## config.mk

```make
export PLATFORM = sky130hd
export DESIGN_NAME = stereo_mixer_lowpass_core
export DESIGN_NICKNAME = d
export VERILOG_FILES = /design/src/smlp_pkg.sv /design/src/smlp_mul.sv /design/src/smlp_cfg.sv /design/src/stereo_mixer_lowpass_core.sv
export SDC_FILE = /design/constraint.sdc
export NUM_CORES = 1
export LEC_CHECK = 0
export BUFFER_PORTS_ARGS = -buffer_cell sky130_fd_sc_hd__buf_2
export CORE_MARGIN = 8
export CORE_UTILIZATION = 36
export CTS_CLUSTER_SIZE = 10
export DETAILED_ROUTE_END_ITERATION = 12
export PLACE_DENSITY_LB_ADDON = 0.08
export SKIP_CTS_REPAIR_TIMING = 1
export SYNTH_ARGS = -nofsm -noshare
export SYNTH_HDL_FRONTEND = slang
export SYNTH_SLANG_ARGS = --single-unit
```

## constraint.sdc

```tcl
create_clock -name clk -period 13.2 [get_ports clk]
set_clock_uncertainty 0.15 [all_clocks]
set_input_delay 1.98 -clock clk [delete_from_list [all_inputs] [get_ports clk]]
set_output_delay 1.98 -clock clk [all_outputs]
set_load 0.02 [all_outputs]
```

## src/smlp_pkg.sv

```systemverilog
// Shared types and constants for the stereo four-channel mixer with low-pass filter.
// Holds the word layouts, register indexes, sequencer step codes and the output clamp.
// No dependencies.
`default_nettype none

package smlp_pkg;

	localparam int NUM_CH    = 4;
	localparam int CFG_IDX_W = 3;
	localparam int CFG_DAT_W = 16;
	localparam int MUL_A_W   = 14;
	localparam int MUL_B_W   = 16;
	localparam int MUL_P_W   = 31;
	localparam int ACC_W     = 13;
	localparam int Y_W       = 16;

	localparam logic [15:0] VOL_UNITY   = 16'd16384;
	localparam logic [14:0] ALPHA_RESET = 15'd4351;
	localparam logic [15:0] OUT_GAIN    = 16'd40;

	// Step codes of the sequencer. Steps 0..3 scale the left channels and
	// steps 4..7 the right channels.
	localparam logic [3:0] STEP_FLT_L = 4'd8;
	localparam logic [3:0] STEP_FLT_R = 4'd9;
	localparam logic [3:0] STEP_OUT_L = 4'd10;
	localparam logic [3:0] STEP_OUT_R = 4'd11;
	localparam logic [3:0] STEP_LAST  = 4'd12;

	typedef enum logic [CFG_IDX_W-1:0] {
		REG_VOL0,
		REG_VOL1,
		REG_VOL2,
		REG_VOL3,
		REG_MUTE_MASK,
		REG_MASTER_MUTE,
		REG_ALPHA
	} reg_idx_t;

	typedef enum logic [1:0] {
		ST_IDLE,
		ST_RUN,
		ST_DONE
	} state_t;

	typedef struct packed {
		logic signed [7:0] ch0_left;
		logic signed [7:0] ch1_left;
		logic signed [7:0] ch2_left;
		logic signed [7:0] ch3_left;
		logic signed [7:0] ch0_right;
		logic signed [7:0] ch1_right;
		logic signed [7:0] ch2_right;
		logic signed [7:0] ch3_right;
	} frame_t;

	typedef struct packed {
		logic signed [15:0] left_pcm;
		logic signed [15:0] right_pcm;
	} mix_t;

	typedef struct packed {
		logic [NUM_CH-1:0][15:0] vol;
		logic [NUM_CH-1:0]       mute_mask;
		logic                    master_mute;
		logic [14:0]             alpha;
	} cfg_t;

	// Clamp a product to the signed 16-bit output range.
	function automatic logic signed [15:0] sat16(input logic signed [MUL_P_W-1:0] v);
		logic signed [15:0] r;
		if (v > 32767) begin
			r = 16'sh7FFF;
		end else if (v < -32768) begin
			r = 16'sh8000;
		end else begin
			r = v[15:0];
		end
		return r;
	endfunction

endpackage

`default_nettype wire

```

## src/smlp_mul.sv

```systemverilog
// Shared multiplier of the mixer: signed 14-bit by unsigned 16-bit, product registered.
// Depends on smlp_pkg.
`default_nettype none

module smlp_mul import smlp_pkg::*; (
	input  wire logic                      clk,
	input  wire logic                      en,
	input  wire logic signed [MUL_A_W-1:0] a,
	input  wire logic [MUL_B_W-1:0]        b,
	output logic signed [MUL_P_W-1:0]      p_q
);

	logic signed [MUL_B_W:0] b_s;

	assign b_s = $signed({1'b0, b});

	always_ff @(posedge clk) begin
		if (en) begin
			p_q <= MUL_P_W'(a * b_s);
		end
	end

endmodule

`default_nettype wire

```

## src/smlp_cfg.sv

```systemverilog
// Configuration register file of the mixer: volumes, mute controls and filter coefficient.
// Depends on smlp_pkg.
`default_nettype none

module smlp_cfg import smlp_pkg::*; (
	input  wire logic                 clk,
	input  wire logic                 arst_n,
	input  wire logic                 we,
	input  wire logic [CFG_IDX_W-1:0] index,
	input  wire logic [CFG_DAT_W-1:0] wdata,
	output cfg_t                      cfg_q
);

	always_ff @(posedge clk or negedge arst_n) begin
		if (!arst_n) begin
			cfg_q.vol         <= {NUM_CH{VOL_UNITY}};
			cfg_q.mute_mask   <= '0;
			cfg_q.master_mute <= 1'b0;
			cfg_q.alpha       <= ALPHA_RESET;
		end else if (we) begin
			// An index past the last register is ignored.
			unique case (index)
				REG_VOL0:        cfg_q.vol[0]      <= wdata;
				REG_VOL1:        cfg_q.vol[1]      <= wdata;
				REG_VOL2:        cfg_q.vol[2]      <= wdata;
				REG_VOL3:        cfg_q.vol[3]      <= wdata;
				REG_MUTE_MASK:   cfg_q.mute_mask   <= wdata[NUM_CH-1:0];
				REG_MASTER_MUTE: cfg_q.master_mute <= wdata[0];
				REG_ALPHA:       cfg_q.alpha       <= wdata[14:0];
				default: begin
				end
			endcase
		end
	end

endmodule

`default_nettype wire

```

## src/stereo_mixer_lowpass_core.sv

```systemverilog
// Top level of the stereo four-channel mixer with single-pole low-pass filter.
// Depends on smlp_pkg, smlp_cfg and smlp_mul.
`default_nettype none

// The block takes one stereo frame word (four signed 8-bit samples per side),
// scales each sample by its Q2.14 channel volume with truncation toward zero,
// drops muted channels, sums each side and runs the sum through the filter
// y += (alpha * (x - y)) >>> 15. It returns one word holding y * 40 per side,
// clamped to signed 16 bits, or zero while master mute is set; the filters
// keep running under master mute. All arithmetic goes through one registered
// multiplier that a step sequencer uses twelve times per frame: eight volume
// scalings, two filter updates and two output gains. After acceptance the
// sequencer issues these steps in order, then drains the last product in
// a final step, and a done state loads the result into the output register.
// It then returns to idle, so no new frame word is taken before the
// previous frame's result has been handed over. The frame input is ready only
// while the sequencer is idle, but a finished result waiting in the output
// register does not hold off the next frame; only when that next frame is done
// and the output register is still full does the sequencer wait for it to be
// taken. Configuration writes take effect at once and are meant to happen while
// no frame is in flight.
module stereo_mixer_lowpass_core import smlp_pkg::*; (
	input  wire logic                 clk,
	input  wire logic                 arst_n,
	input  wire logic                 frame_valid,
	output logic                      frame_ready,
	input  wire frame_t               frame,
	output logic                      mix_valid,
	input  wire logic                 mix_ready,
	output mix_t                      mix,
	input  wire logic                 cfg_we,
	input  wire logic [CFG_IDX_W-1:0] cfg_index,
	input  wire logic [CFG_DAT_W-1:0] cfg_wdata
);

	cfg_t                      cfg_q;
	state_t                    state_q, state_d;
	logic [3:0]                cnt_q;
	frame_t                    frame_q;
	logic signed [7:0]         samp [2*NUM_CH];
	logic signed [8:0]         samp_ext;
	logic [8:0]                samp_mag;
	logic                      mul_en;
	logic signed [MUL_A_W-1:0] mul_a;
	logic [MUL_B_W-1:0]        mul_b;
	logic signed [MUL_P_W-1:0] prod_q;
	logic                      sign_q;
	logic [3:0]                prev_step;
	logic [9:0]                scaled_mag;
	logic signed [9:0]         scaled;
	logic signed [9:0]         contrib;
	logic signed [ACC_W-1:0]   acc_l_q, acc_r_q;
	logic signed [Y_W-1:0]     y_l_q, y_r_q;
	logic signed [15:0]        res_l_q, res_r_q;
	logic                      out_free;
	logic                      mix_valid_q;
	mix_t                      mix_q;

	smlp_cfg u_cfg (
		.clk   (clk),
		.arst_n(arst_n),
		.we    (cfg_we),
		.index (cfg_index),
		.wdata (cfg_wdata),
		.cfg_q (cfg_q)
	);

	// Samples in step order: left channels first, then right channels.
	assign samp[0] = frame_q.ch0_left;
	assign samp[1] = frame_q.ch1_left;
	assign samp[2] = frame_q.ch2_left;
	assign samp[3] = frame_q.ch3_left;
	assign samp[4] = frame_q.ch0_right;
	assign samp[5] = frame_q.ch1_right;
	assign samp[6] = frame_q.ch2_right;
	assign samp[7] = frame_q.ch3_right;

	// The multiplier sees the magnitude of a sample, so that dropping the low
	// fraction bits truncates toward zero once the sign is put back.
	assign samp_ext = {samp[cnt_q[2:0]][7], samp[cnt_q[2:0]]};
	assign samp_mag = samp_ext[8] ? 9'(-samp_ext) : 9'(samp_ext);

	// Operand selection for the step being issued.
	always_comb begin
		mul_en = (state_q == ST_RUN) && (cnt_q < STEP_LAST);
		mul_a  = '0;
		mul_b  = '0;
		priority if (cnt_q < STEP_FLT_L) begin
			mul_a = MUL_A_W'(samp_mag);
			mul_b = cfg_q.vol[cnt_q[1:0]];
		end else if (cnt_q == STEP_FLT_L) begin
			mul_a = MUL_A_W'(acc_l_q) - y_l_q[MUL_A_W-1:0];
			mul_b = MUL_B_W'(cfg_q.alpha);
		end else if (cnt_q == STEP_FLT_R) begin
			mul_a = MUL_A_W'(acc_r_q) - y_r_q[MUL_A_W-1:0];
			mul_b = MUL_B_W'(cfg_q.alpha);
		end else if (cnt_q == STEP_OUT_L) begin
			mul_a = y_l_q[MUL_A_W-1:0];
			mul_b = OUT_GAIN;
		end else if (cnt_q == STEP_OUT_R) begin
			mul_a = y_r_q[MUL_A_W-1:0];
			mul_b = OUT_GAIN;
		end else begin
		end
	end

	smlp_mul u_mul (
		.clk(clk),
		.en (mul_en),
		.a  (mul_a),
		.b  (mul_b),
		.p_q(prod_q)
	);

	// The product issued in the previous step is consumed in this one.
	assign prev_step  = cnt_q - 4'd1;
	assign scaled_mag = {1'b0, prod_q[22:14]};
	assign scaled     = sign_q ? -$signed(scaled_mag) : $signed(scaled_mag);
	assign contrib    = cfg_q.mute_mask[prev_step[1:0]] ? 10'sd0 : scaled;

	// Sequencer state register.
	always_ff @(posedge clk or negedge arst_n) begin
		if (!arst_n) begin
			state_q <= ST_IDLE;
		end else begin
			state_q <= state_d;
		end
	end

	// The output register is free when empty or emptied in this cycle.
	assign out_free = !mix_valid_q || mix_ready;

	always_comb begin
		state_d     = state_q;
		frame_ready = 1'b0;
		unique case (state_q)
			ST_IDLE: begin
				frame_ready = 1'b1;
				if (frame_valid) begin
					state_d = ST_RUN;
				end
			end
			ST_RUN: begin
				if (cnt_q == STEP_LAST) begin
					state_d = ST_DONE;
				end
			end
			ST_DONE: begin
				if (out_free) begin
					state_d = ST_IDLE;
				end
			end
			default: begin
				state_d = ST_IDLE;
			end
		endcase
	end

	// Step counter and filter state.
	always_ff @(posedge clk or negedge arst_n) begin
		if (!arst_n) begin
			cnt_q <= '0;
			y_l_q <= '0;
			y_r_q <= '0;
		end else if (frame_valid && frame_ready) begin
			cnt_q <= '0;
		end else if (state_q == ST_RUN) begin
			cnt_q <= cnt_q + 4'd1;
			if (cnt_q != '0 && prev_step == STEP_FLT_L) begin
				y_l_q <= y_l_q + prod_q[MUL_P_W-1:15];
			end
			if (cnt_q != '0 && prev_step == STEP_FLT_R) begin
				y_r_q <= y_r_q + prod_q[MUL_P_W-1:15];
			end
		end
	end

	// Frame capture, side sums and per-side results.
	always_ff @(posedge clk) begin
		if (frame_valid && frame_ready) begin
			frame_q <= frame;
			acc_l_q <= '0;
			acc_r_q <= '0;
		end else if (state_q == ST_RUN) begin
			if (mul_en) begin
				sign_q <= samp_ext[8];
			end
			if (cnt_q != '0) begin
				if (prev_step < 4'd4) begin
					acc_l_q <= acc_l_q + ACC_W'(contrib);
				end else if (prev_step < STEP_FLT_L) begin
					acc_r_q <= acc_r_q + ACC_W'(contrib);
				end else if (prev_step == STEP_OUT_L) begin
					res_l_q <= cfg_q.master_mute ? 16'sd0 : sat16(prod_q);
				end else if (prev_step == STEP_OUT_R) begin
					res_r_q <= cfg_q.master_mute ? 16'sd0 : sat16(prod_q);
				end
			end
		end
	end

	// Output register: holds the finished word until it is taken.
	always_ff @(posedge clk or negedge arst_n) begin
		if (!arst_n) begin
			mix_valid_q <= 1'b0;
		end else if (state_q == ST_DONE && out_free) begin
			mix_valid_q <= 1'b1;
		end else if (mix_ready) begin
			mix_valid_q <= 1'b0;
		end
	end

	always_ff @(posedge clk) begin
		if (state_q == ST_DONE && out_free) begin
			mix_q.left_pcm  <= res_l_q;
			mix_q.right_pcm <= res_r_q;
		end
	end

	assign mix_valid = mix_valid_q;
	assign mix       = mix_q;

`ifndef SYNTHESIS
	a_cnt_range: assert property (@(posedge clk) disable iff (!arst_n)
		state_q == ST_RUN |-> cnt_q <= STEP_LAST)
		else $error("step counter ran past the last step");

	a_run_done: assert property (@(posedge clk) disable iff (!arst_n)
		(state_q == ST_RUN && cnt_q == STEP_LAST) |=> state_q == ST_DONE)
		else $error("sequencer did not finish after the last step");

	a_accept_start: assert property (@(posedge clk) disable iff (!arst_n)
		(frame_valid && frame_ready) |=> (state_q == ST_RUN && cnt_q == '0))
		else $error("accepted frame did not start at the first step");

	a_out_load: assert property (@(posedge clk) disable iff (!arst_n)
		$rose(mix_valid_q) |-> $past(state_q == ST_DONE))
		else $error("output word appeared without a finished frame");

	a_filter_range: assert property (@(posedge clk) disable iff (!arst_n)
		(y_l_q >= -2048 && y_l_q <= 2047 && y_r_q >= -2048 && y_r_q <= 2047))
		else $error("filter state left its bounded range");
`endif

endmodule

`default_nettype wire
```

### Word-level counts from Yosys, hierarchy flattened

Cells that the tools add are included.

* flip-flop bits (word level): 309
* input bits: 88
* output and inout port bits: 34
* logic and storage cells: 132

* add/subtract/negate cells: 10
* $mul: 1
* $lt $le $gt $ge: 9
* eq/ne operators: 20
* mux-type cells: 32
* bitwise gates (word level): 5
* reduce and logical (&&, ||, !) cells: 27

Operators with widths (count)
* 2-to-1 mux 16 bit: 5
* 2-to-1 mux 14 bit: 5
* == test 4 bit (second input constant): 9
* adder 16 bit: 2
* binary-select mux 16 bit (select 2 bit): 1
* greater-than comparator 31 x 16 -> 1 bit (second input constant): 1
* less-than comparator 31 x 16 -> 1 bit (second input constant): 1
* multiplier 14 x 17 -> 31 bit: 1
* 2-to-1 mux 15 bit: 2
* subtractor 14 bit: 2
* adder 13 x 10 -> 13 bit: 2
* binary-select mux 8 bit (select 3 bit): 1
* 2-to-1 mux 10 bit: 2
* 2-to-1 mux 8 bit: 2
* AND reduction 3 bit: 5
* AND reduction 2 bit: 7
* less-than comparator 4 bit (second input constant): 3
* 2-to-1 mux 6 bit: 2
* negator 9 -> 10 bit: 1
* == test 3 bit (second input constant): 3
* 2-to-1 mux 9 bit: 1
* negator 8 -> 9 bit: 1
* 2-to-1 mux 4 bit: 2
* AND reduction 7 bit: 1
* other kinds (26): 42

### Longest topological paths before layout

Gate-level depths: netlist of run 1.

* word-level depth: 8
* depth in mapped cells: 38
* mapped depth without buffers: 35

### By module

From an unflattened synthesis of run 1, not the netlist that was laid out.

* cell total of the unflattened synthesis: 2305
* area, all modules: 24332.1 sq um

Modules (own cells, without submodules)
* stereo_mixer_lowpass_core: times used 1, cells each 1175, area an instance 12189.2 sq um, seq. area each 5270.1 sq um
* smlp_mul: times used 1, cells each 946, area an instance 8785.9 sq um, seq. area each 930.9 sq um
* smlp_cfg: times used 1, cells each 184, area an instance 3357.0 sq um, seq. area each 2118.3 sq um

### Worst setup path before layout of run 1

OpenSTA, ideal clock, no wires.

* path kind: reg2reg
* start: register cnt_q[0]
* end: register u_mul.p_q[30] (data pin)
* library setup time: 0.261 ns
* data arrival time: 8.768 ns
* data required time: 12.789 ns
* setup slack: 4.021 ns
* cell stages (with the launch flop): 37
* path buffers: 8
* period minus slack after synthesis: 9.179 ns
* cells stage by stage: dfrtp_1 > buf_4 > buf_6 > buf_2 > buf_2 > buf_2 > inv_1 > ha_1 > nor2b_1 > and2_1 > clkbuf_1 > a221oi_1 > a21oi_1 > o22ai_1 > nor2_1 > clkbuf_1 > nand2_1 > fa_1 > inv_1 > fa_1 > fa_1 > fa_1 > fa_1 > inv_1 > fa_1 > inv_1 > ha_1 > clkbuf_1 > a21o_1 > a21oi_1 > o21bai_1 > a311o_1 > o41a_1 > a21o_1 > a21boi_0 > o21ai_0 > xnor2_1

* word-level cells in the longest chain between the ends: 8
* elaborated cells on any way between the ends: 24
* classes of those cells: add/sub (1); mul (1); order compare (1); eq/ne (4); mux (16); bitwise (1)

Ends and longest elaborated chain
* from (decl): RTL line stereo_mixer_lowpass_core.sv:38 `logic [3:0] cnt_q;`
* from (signal assigned): RTL line stereo_mixer_lowpass_core.sv:168 `cnt_q <= cnt_q + 4'd1;`
* inverter 3 -> 4 bit (implied by the code): RTL line stereo_mixer_lowpass_core.sv:80 `assign samp_ext = {samp[cnt_q[2:0]][7], samp[cnt_q[2:0]]};`
* binary-select mux 8 bit (select 3 bit): RTL line stereo_mixer_lowpass_core.sv:80
* 2-to-1 mux 8 bit (implied by the code) (2 in series): RTL line stereo_mixer_lowpass_core.sv:80
* negator 8 -> 9 bit: RTL line stereo_mixer_lowpass_core.sv:81 `assign samp_mag = samp_ext[8] ? 9'(-samp_ext) : 9'(samp_ext);`
* 2-to-1 mux 9 bit: RTL line stereo_mixer_lowpass_core.sv:81
* 2-to-1 mux 14 bit: RTL line stereo_mixer_lowpass_core.sv:88 `priority if (cnt_q < STEP_FLT_L) begin`
* multiplier 14 x 17 -> 31 bit *: RTL line smlp_mul.sv:19 `p_q <= MUL_P_W'(a * b_s);`
* to (signal assigned): RTL line smlp_mul.sv:19
* to (decl): RTL line smlp_mul.sv:10 `output logic signed [MUL_P_W-1:0] p_q`

Every way passes the cells marked *; elsewhere a longest branch is shown, timed or not. The select of a mux whose other input is x is not followed.
A chain may end at the register's enable or synchronous reset.

### Final worst setup path of run 1

Ends and elaborated chain as after synthesis.

==> flow_summary.ini, run 1 <==
[outcome]
status = finished, final reports clean

[die]
dieHeight_um = 269
pin_count = 122
initial_core_util = 0.361
die_w_um = 269
rows = 93
core_region_area_um2 = 63900
die_area_um2 = 72400

[global_routing]
grt_pass1_wl_um = 98600
antenna_found_initial = 1
grt_pass1_vias = 16900
grt_overflow_total = 0
grt_max_degree = 66
grt_util_all_layers = 0.172

[synthesis]
synthAdderAreaFrac = 0.256
ys_warn_count = 0
async_reset_ff_frac = 0.390
ys_ff_latch = 305
yosys-top-cells-area = edfxtp_1 21%, fa_1 15%, dfrtp_1 11%
synthDistinctLibCells = 81
yosys.area_share.simple = 0.109
netlist_area_um2 = 23100
synth_edf_count = 160
synth_xor_xnor_area_share = 0.0376
synthCells = 2154
synth_top_area_frac = 0.208
synth_top_family_by_area = adder cells
synth_mux_area_frac = 0.0827
seq_area_frac_synth = 0.361
avgSynthCellArea_um2 = 10.7
synth-compound-area-share = 0.0997
ys.flop_type = edfxtp_1
yosysTopAreaCell = edfxtp_1

[finish]
syn_to_final_growth_pct = 12.8
instances_no_fill = 3155
layout.nets = 2728
final_common_cell = inv_1
n_antenna_cell = 0
layout-drive-gt1-share = 0.154
layout_common_cells = 248 x inv_1, 226 x nand2_1, 196 x ha_1

[timing]
finalSetupViolations = 0
final-max-slew-violation-count = 0
fmax_mhz = 104
slew-limit-headroom = 0.244
period_minus_slack_ns = 9.64
worst_slew_pin_slew_ns = 1.13
rsz0062_at_grt = no
finalCritPeriodShare = 0.730
hold_viol_final = 0
fin_tns_setup_ns = 0

[worst_hold_path]
hold_start = res_l_q[13]
min_path_type = reg -> reg

[worst_setup_path]
end_kind = flip-flop
cpLargestDelayFamily = adder cells
crit_required_ns = 13.34
cp_max_fo = 49
critPathLaunchType = flip-flop
path_class = reg -> reg
crit_slowest_cell = a21oi_2
critPathLaunch = cnt_q[0]
r2r_slack_ns = 3.56
reg2reg_from = cnt_q[0]
max_stage_delay_ns = 0.72
cp_common_cell = fa_1
cp.arrival_ns = 9.78
path_buf_inv = 4

[clocking]
clock_latency_ns = 0.56
cts_buffers = 40
cts_buffer_depth = 3
clkSlewWorstSetupHoldPaths_ns = 0.06
h-tree-depth = 2
cts_root_buf = clkbuf_16
cts_tree = yes
clock_sinks = 305

[routing]
wl_met3_um = 3710
ant_nets = 0
drc = 0
drt_iter0_drc = 973
wl_per_cell_um = 19.9
num_vias = 16000
highest_layer = met4
drt-met1-wl_um = 29800
wl_um = 62900
routed_via_density = 5.07
wl_met2_um = 27700
firstDrtPassIters = 7

[placement]
routabilityCongestion = 0.838
dp_cells = 3085
hpwl_um = 49100
portBuffers = 121

[run]
maxCapViolations = 0
synthesized netlist by cell type, types with 17 or more instances:
library cell,count
nand2_1,226
nand3_1,29
ha_1,196
dfxtp_1,26
mux2_2,91
nor3_1,28
inv_1,248
nor2_1,158
nor2b_1,26
xnor2_1,63
and2_1,27
a21o_1,34
dfrtp_1,106
clkbuf_1,48
o21a_1,17
mux2i_1,23
buf_2,17
xor2_1,36
fa_1,172
o21ai_0,78
mux4_2,28
edfxtp_1,160
a21oi_1,106
per-stage QoR:
step | worst slack, ns | utilization | hold slack (ns) | cell area [µm²]
5_1_grt | 2.94 | 0.407 | 0.265 | 26000
6_report | 3.56 | 0.407 | 0.262 | 26000
3_5_place_dp | 3.47 | 0.387 | 0.255 | 24700
2_1_floorplan | 4.02 | - | 0.250 | 23100
4_1_cts | 3.45 | 0.407 | 0.261 | 26000
3_3_place_gp | 3.57 | 0.387 | 0.254 | 24700
final timing paths:
path / depth (start not counted) / end
setup / recovery: 28 / u_mul.p_q[30]
hold / removal: 0 / mix[29]
setup reg to reg: 28 / u_mul.p_q[30]
hold reg to reg: 0 / mix[29]
max in group asynchronous: 2 / y_l_q[4]
min in group asynchronous: 1 / u_cfg.cfg_q[42]
registers in the layout, indices dropped and copies added (netlist names):
register and cells:
frame_q 64, cnt_q 4, y_r_q 14, acc_r_q 13, res_l_q 16, u_mul.p_q 31, u_cfg.cfg_q 84, sign_q 1
mix 32, mix_valid 1, acc_l_q 13, state_q 2, res_r_q 16, y_l_q 14
cells by family (layout without fill, tap and decap cells):
logic type      count (synthesis)  count (layout)
fa+ha+maj                     368             368
xor+xnor                       99              99
flops                         305             305
buf+inv                       323             466
mux                           143             143
compound gates                351             351
simple gates                  563             563
other cells                     2               5
layout make-up:
type                       count  area, µm²
fill                        6186      37900
multi-input combinational   1529      13600
sequential                   305       8320
clock buffer                  57       1120
tap                          855       1070
inverter                     252        947
timing repair buffer         144        781
clock inverter                13        196
per-layer routing:
layer	GRT usage	up-vias
met4	0.0513	0
li1	-	7599
met3	0.0333	93
met2	0.268	421
met1	0.241	7885
met5	0	-
Power of run 1 is left out: the tool's default activity adds up to more than one toggle a clock period on the data nets, which glitch-free logic cannot reach.
==> inputs of run 2 (changes only) <==
==> constraint.sdc (replaced) <==
create_clock -name clk -period 9.8 [get_ports clk]
set_clock_uncertainty 0.15 [all_clocks]
set_input_delay 1.47 -clock clk [delete_from_list [all_inputs] [get_ports clk]]
set_output_delay 1.47 -clock clk [all_outputs]
set_load 0.02 [all_outputs]
==> run 2 against run 1 <==
Register-to-register slack worse by 3.0 ns; non-clock buffer count is 19 higher; sequential share of layout area hardly changed; critical path depth is 2 higher; setup slack worse by 3.0 ns.
==> flow_summary.ini, run 2 (same netlist as run 1, synthesis figures left out) <==
[outcome]
status = finished, final reports clean

[clocking]
cts_tree = yes
clkSlewWorstSetupHoldPaths_ns = 0.06
clock_sinks = 305
cts_root_buf = clkbuf_16
h-tree-depth = 2
cts_buffer_depth = 3
clock_latency_ns = 0.58
cts_buffers = 39

[global_routing]
grt_overflow_total = 0
grt_pass1_wl_um = 100000
grt_pass1_vias = 17000
grt_max_degree = 79
antenna_found_initial = 1
grt_util_all_layers = 0.174

[routing]
firstDrtPassIters = 5
drt_iter0_drc = 1030
ant_nets = 0
num_vias = 16000
wl_per_cell_um = 20.0
drc = 0
routed_via_density = 5.04
wl_um = 63500

[timing]
fin_tns_setup_ns = 0
slew-limit-headroom = 0.227
worst_slew_pin_slew_ns = 1.16
fmax_mhz = 109
rsz0062_at_grt = no
final-max-slew-violation-count = 0
period_minus_slack_ns = 9.19
finalCritPeriodShare = 0.938
finalSetupViolations = 0
hold_viol_final = 0

[finish]
layout-drive-gt1-share = 0.159
final_util = 0.407
layout_common_cells = 248 x inv_1, 226 x nand2_1, 196 x ha_1
fin_area_um2 = 26000
final_common_cell = inv_1
syn_to_final_growth_pct = 12.8
n_antenna_cell = 0
instances_no_fill = 3176
largest_reg_flops = 84
layout.nets = 2746
regMostFlops = u_cfg.cfg_q

[worst_setup_path]
cp.arrival_ns = 9.33
path_class = reg -> reg
max_stage_delay_ns = 0.69
cp_max_fo = 24
cp_common_cell = fa_1
crit_required_ns = 9.94
cp.depth = 30
path_buf_inv = 5
critPathLaunchType = flip-flop
end_kind = flip-flop
cpLargestDelayFamily = adder cells
r2r_cells = 30
crit_slowest_cell = dfrtp_4

[die]
dieHeight_um = 269
die_area_um2 = 72400
die_w_um = 269
pin_count = 122
core_region_area_um2 = 63900
initial_core_util = 0.361
rows = 93

[placement]
hpwl_um = 50500
dp_cells = 3104
routabilityCongestion = 0.849
portBuffers = 121
placed_cell_area_um2 = 24800

[run]
maxCapViolations = 0

[worst_hold_path]
hold_depth = 0
min_path_type = reg -> reg
==> run 2: changes by cell type in the layout (fill, tap and decap cells not counted), sizes merged <==
cell,delta
clkbuf,+9
buf,+19
clkinvlp,+1
bufinv,-5
clkinv,-4
inv,+1
==> run 2: final timing paths <==
kind / end / start / slack [ns]
min in group asynchronous: u_cfg.cfg_q[77] / arst_n / 0.91
setup reg to reg: u_mul.p_q[30] / cnt_q[0] / 0.61
hold reg to reg: mix[15] / res_r_q[15] / 0.26
max in group asynchronous: cnt_q[1] / arst_n / 7.32
setup / recovery: u_mul.p_q[30] / cnt_q[0] / 0.61
hold / removal: mix[15] / res_r_q[15] / 0.26
==> run 2: layer usage <==
| metal | routed length (µm) | vias to the layer above | GRT usage | part of all wire |
|---|---|---|---|---|
| li1 | - | 7647 | - | - |
| met1 | 30900 | 7933 | 0.248 | 0.49 |
| met2 | 28700 | 364 | 0.279 | 0.45 |
| met3 | 2720 | 69 | 0.0256 | 0.043 |
| met4 | 1240 | 2 | 0.0410 | 0.019 |
| met5 | 12 | - | 0 | 0.00019 |
==> run 2: area by class of cell <==
class / count / area, µm²
Timing Repair Buffer: 163 / 923
Fill cell: 6234 / 37900
Multi-Input combinational cell: 1529 / 13600
Clock inverter: 6 / 75.1
Clock buffer: 66 / 1120
Tap cell: 855 / 1070
Inverter: 252 / 947
Sequential cell: 305 / 8330
==> run 2: stage by stage <==
step / setup slack, ns / hold WS [ns]
floorplan: 0.621 / 0.250
global placement: 0.443 / 0.255
detailed placement: 0.409 / 0.255
CTS: 0.359 / 0.264
global route: 0.0409 / 0.271
finish: 0.612 / 0.259
Power of run 2 is left out for the same reason.
==> inputs of run 3 (changes only) <==
--- a/config.mk
+++ b/config.mk
@@ -11,7 +11,9 @@
 export CTS_CLUSTER_SIZE = 10
 export DETAILED_ROUTE_END_ITERATION = 12
 export PLACE_DENSITY_LB_ADDON = 0.08
+export RECOVER_POWER = 25
 export SKIP_CTS_REPAIR_TIMING = 1
 export SYNTH_ARGS = -nofsm -noshare
 export SYNTH_HDL_FRONTEND = slang
+export SYNTH_HIERARCHICAL = 1
 export SYNTH_SLANG_ARGS = --single-unit
==> run 3 against run 2 <==
The run now ends with max-capacitance violations, max-slew violations left; first-iteration DRC count shrank 14%; wire length is 4.5% higher; global-route usage increased by 0.13 points; worst hold slack better by 0.0067 ns; via count rose by 6.5%; setup slack better by 0.11 ns; area after synthesis is 5.5% higher; sequential cell count unchanged; register-to-register slack gained 0.11 ns; cell count is 4.6% higher; synthesized cell count is 7.0% higher; critical path depth down 4; critical path type unchanged; largest cell class unchanged.
==> flow_summary.ini, run 3 <==
[routing]
drc = 0
num_vias = 17000
routed_via_density = 5.13
ant_nets = 0
wl_per_cell_um = 20.0
firstDrtPassIters = 5
wl_um = 66400
drt_iter0_drc = 889

[timing]
worst_slew_pin_slew_ns = 3.21
fin_tns_setup_ns = 0
final-max-slew-violation-count = 52
period_minus_slack_ns = 9.08
slew-limit-headroom = -1.14
setup_slack_ns = 0.724
finalSetupViolations = 0
hold_viol_final = 0
rsz0062_at_grt = no
finalCritPeriodShare = 0.926
fmax_mhz = 110
whs_ns = 0.266

[outcome]
violations = max-capacitance violations, max-slew violations
status = finished, violations left

[synthesis]
synth_top_family_by_area = adder cells
netlist_area_um2 = 24300
yosysTopAreaCell = edfxtp_1
synthCells = 2305
synth_xor_xnor_area_share = 0.0299
synthDistinctLibCells = 89
yosys-top-cells-area = edfxtp_1 20%, fa_1 14%, dfrtp_1 11%
seq_area_frac_synth = 0.342
ys_ff_latch = 305
avgSynthCellArea_um2 = 10.6
synth_fp_nets = 2764
synth_mux_area_frac = 0.0883
async_reset_ff_frac = 0.390
yosys.area_share.simple = 0.136
synth_edf_count = 160
ys_warn_count = 6
synth_most_common_cell = inv_1
ys.flop_type = edfxtp_1
synth-compound-area-share = 0.100
synth_top_area_frac = 0.197
synth_common_cells = 271 x inv_1, 230 x nand2_1, 199 x ha_1, 172 x fa_1, 160 x edfxtp_1
synthAdderAreaFrac = 0.244

[clocking]
cts_buffer_depth = 3
clock_sinks = 305
cts_tree = yes
clkSlewWorstSetupHoldPaths_ns = 0.05
cts_buffers = 39
clock_latency_ns = 0.55
cts_root_buf = clkbuf_16
h-tree-depth = 2

[worst_setup_path]
cpLargestDelayFamily = adder cells
path_buf_inv = 4
cp_max_fo = 20
cp.arrival_ns = 9.21
crit_slowest_cell = clkbuf_1
critPathLaunchType = flip-flop
cp_common_cell = fa_1
crit_required_ns = 9.93
path_class = reg -> reg
max_stage_delay_ns = 0.95
end_kind = flip-flop

[placement]
portBuffers = 121
routabilityCongestion = 0.893
hpwl_um = 51600
preCtsSetupSlack_ns = 0.917

[global_routing]
grt_pass1_vias = 17600
grt_max_degree = 70
antenna_found_initial = 1
grt_pass1_wl_um = 105000
grt_util_all_layers = 0.176
grt_overflow_total = 0

[die]
dieHeight_um = 276
pin_count = 122
rows = 95
initial_core_util = 0.363
die_area_um2 = 76200
core_region_area_um2 = 67000
die_w_um = 276

[run]
maxCapViolations = 1

[finish]
syn_to_final_growth_pct = 11.3
final_common_cell = inv_1
layout.nets = 2877
multiInputGateArea_um2 = 14600
layout_common_cells = 270 x inv_1, 230 x nand2_1, 199 x ha_1
regMostFlops = u_cfg/cfg_q
layout-drive-gt1-share = 0.144
n_antenna_cell = 0
final_util = 0.404
largest_reg_flops = 84
regArea_um2 = 8320
fillers = 6628

[worst_hold_path]
min_path_type = reg -> reg
run 3: cell types whose count changed in the layout (fill, tap and decap cells not counted), sizes merged, moves of 9 or more:
cell and change:
o21ai +29, clkbuf +9, and2 +101, inv +19, o211ai +10, a211oi +13, buf -15, xnor2 -20
a21o -12, nor2 -54
run 3: path summary, 6_finish.rpt:
| kind | start | end | slack [ns] | depth (start not counted) |
|---|---|---|---|---|
| max | cnt_q[2] | u_mul/p_q[29] | 0.72 | 26 |
| min | res_l_q[9] | mix[25] | 0.27 | 0 |
| max reg2reg | cnt_q[2] | u_mul/p_q[29] | 0.72 | 26 |
| min reg2reg | res_l_q[9] | mix[25] | 0.27 | 0 |
| max in group asynchronous | arst_n | u_cfg/cfg_q[27] | 5.41 | 2 |
| min in group asynchronous | arst_n | y_r_q[3] | 1.82 | 1 |
run 3: worst register-to-register path, stage by stage, from the launching register on:
cell	delay (ns)
dfrtp_1	0.61
clkbuf_1	0.95
mux4_2	0.45
nor3_1	0.18
o21ai_0	0.18
nor3b_2	0.22
nor2_1	0.06
a211oi_1	0.29
a211o_1	0.55
nand2_1	0.17
fa_1	0.50
fa_1	0.51
inv_1	0.05
fa_1	0.47
fa_1	0.54
fa_1	0.54
inv_1	0.05
fa_1	0.53
inv_1	0.04
ha_1	0.37
a21oi_1	0.20
o21ai_0	0.17
a22oi_1	0.21
nand3_1	0.15
a31oi_1	0.34
o221ai_1	0.18
xor2_1	0.17
run 3: kinds of logic after synthesis:
kind of cell | Yosys count
multiplexers | 149
buffers and inverters | 361
XOR/XNOR | 83
adder cells (fa/ha/maj) | 371
AND/OR/NAND/NOR | 647
flip-flops | 305
AO/OA/AOI/OAI | 389
run 3: stage by stage:
stage / instances / instance area [µm²]
after global routing: 3321 / 27100
after CTS: 3321 / 27100
after detailed placement: 3250 / 25900
after global placement: 3250 / 25900
final: 3321 / 27100
after floorplan: 2305 / 24300
run 3: per-layer routing:
| metal | vias up | track usage | share of wire |
|---|---|---|---|
| met3 | 76 | 0.0257 | 0.044 |
| met4 | 2 | 0.0363 | 0.018 |
| met5 | - | 0 | 0.00020 |
| li1 | 8165 | - | - |
| met2 | 354 | 0.283 | 0.45 |
| met1 | 8451 | 0.251 | 0.48 |
run 3: layout make-up:
cell class | instances | area share
Inverter | 271 | 0.0376
Clock inverter | 10 | 0.00346
Timing Repair Buffer | 162 | 0.0330
Clock buffer | 61 | 0.0398
Multi-Input combinational cell | 1639 | 0.539
Tap cell | 873 | 0.0403
Sequential cell | 305 | 0.307
Power of run 3 is left out for the same reason.
